==> config.mk <==
export PLATFORM = sky130hd
export DESIGN_NAME = humidity_diff_fan_hysteresis_top
export DESIGN_NICKNAME = d
export VERILOG_FILES = /design/src/hdl/hdfh_pkg.sv /design/src/hdl/humidity_diff_fan_hysteresis_top.sv /design/src/hdl/hdfh_cfg.sv
export SDC_FILE = /design/constraint.sdc
export NUM_CORES = 1
export LEC_CHECK = 0
export ABC_CLOCK_PERIOD_IN_PS = 5700
export BUFFER_PORTS_ARGS = -buffer_cell sky130_fd_sc_hd__buf_2
export CAP_MARGIN = 40
export CORE_MARGIN = 4
export CORE_UTILIZATION = 35
export CTS_CLUSTER_DIAMETER = 50
export CTS_CLUSTER_SIZE = 12
export DETAILED_ROUTE_END_ITERATION = 10
export PLACE_DENSITY = 0.58
export SYNTH_ARGS = -nofsm -noshare
export SYNTH_HDL_FRONTEND = slang
export SYNTH_SLANG_ARGS = --single-unit
==> constraint.sdc <==
create_clock -name clk -period 5.7 [get_ports clk]
set_input_delay 1.14 -clock clk [delete_from_list [all_inputs] [get_ports clk]]
set_output_delay 1.14 -clock clk [all_outputs]
set_load 0.05 [all_outputs]
==> src/hdl/hdfh_pkg.sv <==
// ---------------------------------------------------------------------------
// hdfh_pkg
// Types and constants of the humidity-difference fan controller.
// ---------------------------------------------------------------------------
package hdfh_pkg;

	// Field widths.
	localparam int HUM_W      = 14;
	localparam int THR_W      = 14;
	localparam int TICKS_W    = 17;
	localparam int DUTY_W     = 8;
	localparam int CMD_W      = 2;
	localparam int STATUS_W   = 3;
	localparam int CFG_IDX_W  = 2;
	localparam int CFG_DATA_W = 17;

	// Command codes.
	localparam logic [CMD_W-1:0] CMD_READING = 2'd0;
	localparam logic [CMD_W-1:0] CMD_TICK    = 2'd1;
	localparam logic [CMD_W-1:0] CMD_EVAL    = 2'd2;

	// Status codes.
	localparam logic [STATUS_W-1:0] ST_MISSING   = 3'd0;
	localparam logic [STATUS_W-1:0] ST_IN_STALE  = 3'd1;
	localparam logic [STATUS_W-1:0] ST_OUT_STALE = 3'd2;
	localparam logic [STATUS_W-1:0] ST_RUNNING   = 3'd3;
	localparam logic [STATUS_W-1:0] ST_STOPPED   = 3'd4;

	// Configuration register indexes.
	localparam logic [CFG_IDX_W-1:0] REG_ON_THR  = 2'd0;
	localparam logic [CFG_IDX_W-1:0] REG_OFF_THR = 2'd1;
	localparam logic [CFG_IDX_W-1:0] REG_TIMEOUT = 2'd2;
	localparam logic [CFG_IDX_W-1:0] REG_DUTY    = 2'd3;

	// Configuration reset values.
	localparam logic [THR_W-1:0]   ON_THR_RST  = 14'd500;
	localparam logic [THR_W-1:0]   OFF_THR_RST = 14'd400;
	localparam logic [TICKS_W-1:0] TIMEOUT_RST = 17'd60000;
	localparam logic [DUTY_W-1:0]  DUTY_RST    = 8'd125;

	// Sensor indexes.
	localparam int SNS_OUTDOOR = 0;
	localparam int SNS_INDOOR  = 1;

	typedef struct packed {
		logic [CMD_W-1:0] cmd;
		logic             sensor_sel;
		logic             reading_valid;
		logic [HUM_W-1:0] humidity;
	} in_t;

	typedef struct packed {
		logic                fan_running;
		logic [DUTY_W-1:0]   fan_duty;
		logic [STATUS_W-1:0] status;
		logic                outdoor_fresh;
		logic                indoor_fresh;
	} out_t;

	typedef struct packed {
		logic [THR_W-1:0]   on_threshold;
		logic [THR_W-1:0]   off_threshold;
		logic [TICKS_W-1:0] timeout_ticks;
		logic [DUTY_W-1:0]  run_duty;
	} cfg_t;

endpackage

==> src/hdl/humidity_diff_fan_hysteresis_top.sv <==
// ---------------------------------------------------------------------------
// humidity_diff_fan_hysteresis_top
// Fan controller with on/off hysteresis on indoor minus outdoor humidity.
// ---------------------------------------------------------------------------
// Usage:
// Requests arrive on in_valid / in_stall / in_data: a sensor reading, a
// one-millisecond tick, or an evaluate command. Only evaluate produces a
// result, on out_valid / out_stall / out_data; other commands only update
// the sensor state.
// A request is registered in the input register on acceptance and
// processed from there; an evaluate result is registered in the result
// register and presented on out_valid until it is taken.
// Throughput is one request per cycle while in_stall is low; each request
// reads and updates the sensor state as it leaves stage one, so back-to-back
// requests see each other's effects in order.
// The result register decouples the sides: while a result waits on
// out_stall, readings and ticks still flow; an evaluate request waits in
// the input register and in_stall rises until the result is taken.
// Configuration writes (cfg_we, cfg_index, cfg_data) are taken at once and
// belong to quiet periods.
// Reset clears both sensors to never seen, the ages to zero, the fan to
// off, the registers to their defaults, and empties both stage registers.
// ---------------------------------------------------------------------------
module humidity_diff_fan_hysteresis_top (
	input  logic                            clk,
	input  logic                            arst_n,
	input  logic                            in_valid,
	output logic                            in_stall,
	input  hdfh_pkg::in_t                   in_data,
	output logic                            out_valid,
	input  logic                            out_stall,
	output hdfh_pkg::out_t                  out_data,
	input  logic                            cfg_we,
	input  logic [hdfh_pkg::CFG_IDX_W-1:0]  cfg_index,
	input  logic [hdfh_pkg::CFG_DATA_W-1:0] cfg_data
);
	import hdfh_pkg::*;

	cfg_t cfg;

	in_t  req_s1;
	logic req_valid_s1;

	logic               seen_q  [2];
	logic [TICKS_W-1:0] age_q   [2];
	logic [HUM_W-1:0]   hum_q   [2];
	logic               fan_q;

	out_t res_s2;
	logic res_valid_s2;

	logic            adv_s1;
	logic            do_s1;
	logic            is_eval_s1;
	logic            out_ok;
	logic            in_ok;
	logic signed [HUM_W:0] diff;
	logic signed [HUM_W:0] on_thr_s;
	logic signed [HUM_W:0] off_thr_s;
	logic            fan_next;
	logic [STATUS_W-1:0] status_next;

	hdfh_cfg u_cfg (
		.clk       (clk),
		.arst_n    (arst_n),
		.cfg_we    (cfg_we),
		.cfg_index (cfg_index),
		.cfg_data  (cfg_data),
		.cfg       (cfg)
	);

	// Stage one holds only while an evaluate request faces a full, stalled result.
	assign is_eval_s1 = req_valid_s1 && (req_s1.cmd == CMD_EVAL);
	assign adv_s1     = !(is_eval_s1 && res_valid_s2 && out_stall);
	assign do_s1      = req_valid_s1 && adv_s1;
	assign in_stall   = !adv_s1;

	// Input register.
	always_ff @(posedge clk or negedge arst_n) begin
		if (!arst_n) begin
			req_valid_s1 <= 1'b0;
		end else if (adv_s1) begin
			req_valid_s1 <= in_valid;
		end
	end

	always_ff @(posedge clk) begin
		if (adv_s1 && in_valid) begin
			req_s1 <= in_data;
		end
	end

	// Freshness and hysteresis decision.
	assign out_ok    = seen_q[SNS_OUTDOOR] && (age_q[SNS_OUTDOOR] < cfg.timeout_ticks);
	assign in_ok     = seen_q[SNS_INDOOR] && (age_q[SNS_INDOOR] < cfg.timeout_ticks);
	assign diff      = signed'({1'b0, hum_q[SNS_INDOOR]}) - signed'({1'b0, hum_q[SNS_OUTDOOR]});
	assign on_thr_s  = signed'({1'b0, cfg.on_threshold});
	assign off_thr_s = signed'({1'b0, cfg.off_threshold});

	always_comb begin
		fan_next = fan_q;
		if (in_ok && out_ok) begin
			if (!fan_q && (diff >= on_thr_s)) begin
				fan_next = 1'b1;
			end else if (fan_q && (diff <= off_thr_s)) begin
				fan_next = 1'b0;
			end
		end else begin
			fan_next = 1'b0;
		end
	end

	always_comb begin
		if (!seen_q[SNS_OUTDOOR] || !seen_q[SNS_INDOOR]) begin
			status_next = ST_MISSING;
		end else if (!in_ok && !out_ok) begin
			status_next = ST_MISSING;
		end else if (!in_ok) begin
			status_next = ST_IN_STALE;
		end else if (!out_ok) begin
			status_next = ST_OUT_STALE;
		end else if (fan_next) begin
			status_next = ST_RUNNING;
		end else begin
			status_next = ST_STOPPED;
		end
	end

	// Sensor state and fan state, updated as each request leaves stage one.
	always_ff @(posedge clk or negedge arst_n) begin
		if (!arst_n) begin
			for (int i = 0; i < 2; i++) begin
				seen_q[i] <= 1'b0;
				age_q[i]  <= '0;
				hum_q[i]  <= '0;
			end
			fan_q <= 1'b0;
		end else if (do_s1) begin
			case (req_s1.cmd)
				CMD_READING: begin
					if (req_s1.reading_valid) begin
						hum_q[req_s1.sensor_sel]  <= req_s1.humidity;
						seen_q[req_s1.sensor_sel] <= 1'b1;
						age_q[req_s1.sensor_sel]  <= '0;
					end
				end
				CMD_TICK: begin
					for (int i = 0; i < 2; i++) begin
						if (age_q[i] < cfg.timeout_ticks) begin
							age_q[i] <= age_q[i] + 1'b1;
						end
					end
				end
				CMD_EVAL: begin
					fan_q <= fan_next;
				end
				default: begin
				end
			endcase
		end
	end

	// Result register.
	always_ff @(posedge clk or negedge arst_n) begin
		if (!arst_n) begin
			res_valid_s2 <= 1'b0;
		end else if (do_s1 && is_eval_s1) begin
			res_valid_s2 <= 1'b1;
		end else if (!out_stall) begin
			res_valid_s2 <= 1'b0;
		end
	end

	always_ff @(posedge clk) begin
		if (do_s1 && is_eval_s1) begin
			res_s2.fan_running   <= fan_next;
			res_s2.fan_duty      <= fan_next ? cfg.run_duty : '0;
			res_s2.status        <= status_next;
			res_s2.outdoor_fresh <= out_ok;
			res_s2.indoor_fresh  <= in_ok;
		end
	end

	assign out_valid = res_valid_s2;
	assign out_data  = res_s2;

endmodule

==> src/hdl/hdfh_cfg.sv <==
// ---------------------------------------------------------------------------
// hdfh_cfg
// Configuration register file: thresholds, timeout and run duty.
// ---------------------------------------------------------------------------
module hdfh_cfg (
	input  logic                           clk,
	input  logic                           arst_n,
	input  logic                           cfg_we,
	input  logic [hdfh_pkg::CFG_IDX_W-1:0] cfg_index,
	input  logic [hdfh_pkg::CFG_DATA_W-1:0] cfg_data,
	output hdfh_pkg::cfg_t                 cfg
);
	import hdfh_pkg::*;

	cfg_t cfg_q;

	// Each write lands in the register its index selects, truncated to width.
	always_ff @(posedge clk or negedge arst_n) begin
		if (!arst_n) begin
			cfg_q.on_threshold  <= ON_THR_RST;
			cfg_q.off_threshold <= OFF_THR_RST;
			cfg_q.timeout_ticks <= TIMEOUT_RST;
			cfg_q.run_duty      <= DUTY_RST;
		end else if (cfg_we) begin
			unique case (cfg_index)
				REG_ON_THR:  cfg_q.on_threshold  <= cfg_data[THR_W-1:0];
				REG_OFF_THR: cfg_q.off_threshold <= cfg_data[THR_W-1:0];
				REG_TIMEOUT: cfg_q.timeout_ticks <= cfg_data[TICKS_W-1:0];
				REG_DUTY:    cfg_q.run_duty      <= cfg_data[DUTY_W-1:0];
			endcase
		end
	end

	assign cfg = cfg_q;

endmodule

==> run metrics <==
outcome=complete, no violations; top post-synthesis cells by count=98 x dfrtp_1, 80 x o21ai_0, 76 x ha_1; Rel. slew slack=45.7%; worst endpoint required time=approximately 6 ns; Final Hold Fails=0; Startpoint Class=flop; total clock buffers created by CTS=17; Max Root-Sink Buffers=2; initial core utilization=35.4%; gpl congestion=around 0.85; Power Dens Cells=401 nW/um^2; fin cells=~1200; DR iter-0 viols=420; Crit path largest cell delay=about 0.64 ns; placed wire-length estimate=13800 um; Hold Path Class=reg -> reg; Congestion Overflow GR=0; later-pin clock latency in the skew report=between 0.4 and 0.5 ns; Worst Tran Pin Value=between 0.8 and 0.9 ns; TritonCTS clock tree=done; largest cells by area after synthesis=dfrtp_1 30%, edfxtp_1 12%, ha_1 11%; WL/cell=between 15 and 20 um; largest net degree at the start of global routing=56; Slew Viols, Final=0; WL final=~18000 um; area leader, netlist=dfrtp_1; final period utilization=between 70% and 80%; Net Count, Synth=~900; static leakage=approximately 4.3 nW; Crit Path Max Fanout=9; Post-Place Cells=~1200; antenna violations before repair=1; final setup TNS=0 ns; Worst-path clk slew=0.07 ns; number of flops mapped to enable cells by yosys=32; Total GRT Usage=14.6%; ys flop type=dfrtp_1; Distinct cells, synth=57; Synth async-reset ratio=78.9%; row cnt=56; Remaining DRCs=0; diode count=0; Crit-path slowest cell=o311ai_1; CP Capture Type=flop; RSZ-0062 raised after global routing=false; crit path DAT=between 4 and 5 ns; Synth Register Bits=152; layout cells sized above 1=between 20% and 30%; Die Y=between 150 and 200 um; power after layout=about 3.9 mW; VDD IR max=0.224 mV; Peak Freq=roughly 230 MHz; synthesis-to-layout area growth=16.5%; worst hold slack=approximately 0.47 ns; max-cap viol count=0; Clock Sinks=152; Tmin final=roughly 4.4 ns; DR vias/cell=slightly above 5; CTS root buf=clkbuf_16; final setup violation count=0; post-synthesis cell count=between 700 and 800; hold_buf cts=0; ANT nets after route=0; postcts setup bufs=0; Die X=around 160 um; first-pass GRT wire length=~31000 um; die area=between 20000 and 30000 um^2; top-count cell post-synth=dfrtp_1; vias in the first global route=between 5000 and 6000; drt pass-1 iters=5; # H-tree levels=4; sequential area share after synthesis=between 40% and 50%; Avg Cell Area, Syn=roughly 11 um^2; critical path type=reg -> reg; synth warn=0; post-cts sizing count=0; Synth top area share=between 20% and 30%; Cell Area, Synth=8280 um^2; Top Ports=58; routed via count=approximately 6000; worst-path cell chain=inv_1 -> ha_1 -> fa_1 -> nor2b_1 -> o31a_1 -> o41a_1 -> o21a_1 -> o21a_1 -> o41ai_2 -> xnor2_1 -> ha_1 -> nor3_1 -> o21ai_0 -> a221oi_1 -> nor3_1 -> o311ai_1 -> nor3_2 -> and2_1; I/O Buffers=57; fin nets=973; fin util=41.2%; clock skew=approximately 0.013 ns; core area=roughly 23000 um^2
## cell type report
type	instances	area, um^2
tap	319	399
clock buffer	19	453
inverter	67	251
clock inverter	13	156
sequential	152	3990
timing repair buffer	68	403
multi-input combinational	548	3990
fill	2309	13800
## per-layer routing
| layer | vias to the layer above | part of all wire (%) | track usage [%] |
|---|---|---|---|
| met5 | - | 0.044 | 0 |
| met4 | 2 | 2.0 | 5.15 |
| met3 | 27 | 4.3 | 2.92 |
| met2 | 115 | 43 | 21.2 |
| met1 | 2897 | 50 | 21.8 |
| li1 | 2980 | - | - |
## registers in the layout, indices dropped and copies added (netlist names)
signal	cells
out_valid	1
age_q	34
fan_q	1
hum_q	28
out_data	14
req_valid_s1	1
req_s1	18
u_cfg.cfg	53
seen_q	2
## worst paths after layout
| kind | depth (start not counted) | endpoint | slack (ns) | from |
|---|---|---|---|---|
| min reg2reg | 2 | hum_q[23]$_DFFE_PN0P_ | 0.47 | req_s1[9]$_DFFE_PP_ |
| max | 18 | out_data[10]$_SDFFCE_PP0P_ | 1.31 | hum_q[0]$_DFFE_PN0P_ |
| max in group asynchronous | 3 | seen_q[0]$_DFFE_PN0P_ | 3.90 | arst_n |
| max reg2reg | 18 | out_data[10]$_SDFFCE_PP0P_ | 1.31 | hum_q[0]$_DFFE_PN0P_ |
| min | 2 | hum_q[23]$_DFFE_PN0P_ | 0.47 | req_s1[9]$_DFFE_PP_ |
| min in group asynchronous | 1 | age_q[32]$_DFFE_PN0P_ | 0.61 | arst_n |
## critical path: cells and delay by family, from the launching register on
| family | cells | cell delay, ns |
|---|---|---|
| compound gates | 8 | 2.27 |
| fa+ha+maj | 3 | 0.63 |
| buf+inv | 1 | 0.06 |
| simple gates | 5 | 0.67 |
| xor+xnor | 1 | 0.14 |
| flops | 1 | 0.37 |
## logic make-up after synthesis
group / count (synthesis) / synth area share [%]
adders and majority gates: 77 / 11.7
and+or+nand+nor: 207 / 12.4
buffers and inverters: 83 / 3.76
DFF: 152 / 48.2
xor gates and xnor gates: 8 / 0.846
AOI/OAI and AO/OA: 199 / 15.4
muxes: 57 / 7.73
## where the power goes
group | switching [mW] | internal (mW)
clock network | 0.483 | 0.682
registers | 0.0967 | 1.30
logic | 0.738 | 0.571
## placed cells by master, fill, tap and decap left out, types with 14 or more instances in the layout
master / count
dfrtp_1: 98
o21ai_0: 80
ha_1: 76
inv_1: 67
nand2_1: 64
buf_2: 57
mux2_2: 56
nor2_1: 43
edfxtp_1: 32
a21oi_1: 29
dfstp_2: 22
o31ai_1: 18
clkbuf_16: 17
nand3_1: 16
nor2b_1: 14
## metrics by stage
stage	area [um^2]	setup WS [ns]
6_report	9650	1.31
5_1_grt	9650	0.855
4_1_cts	9650	1.35
3_5_place_dp	9040	1.36
3_3_place_gp	8970	1.44
2_1_floorplan	8280	1.97
No activity file was read; power rests on OpenSTA's default activity.
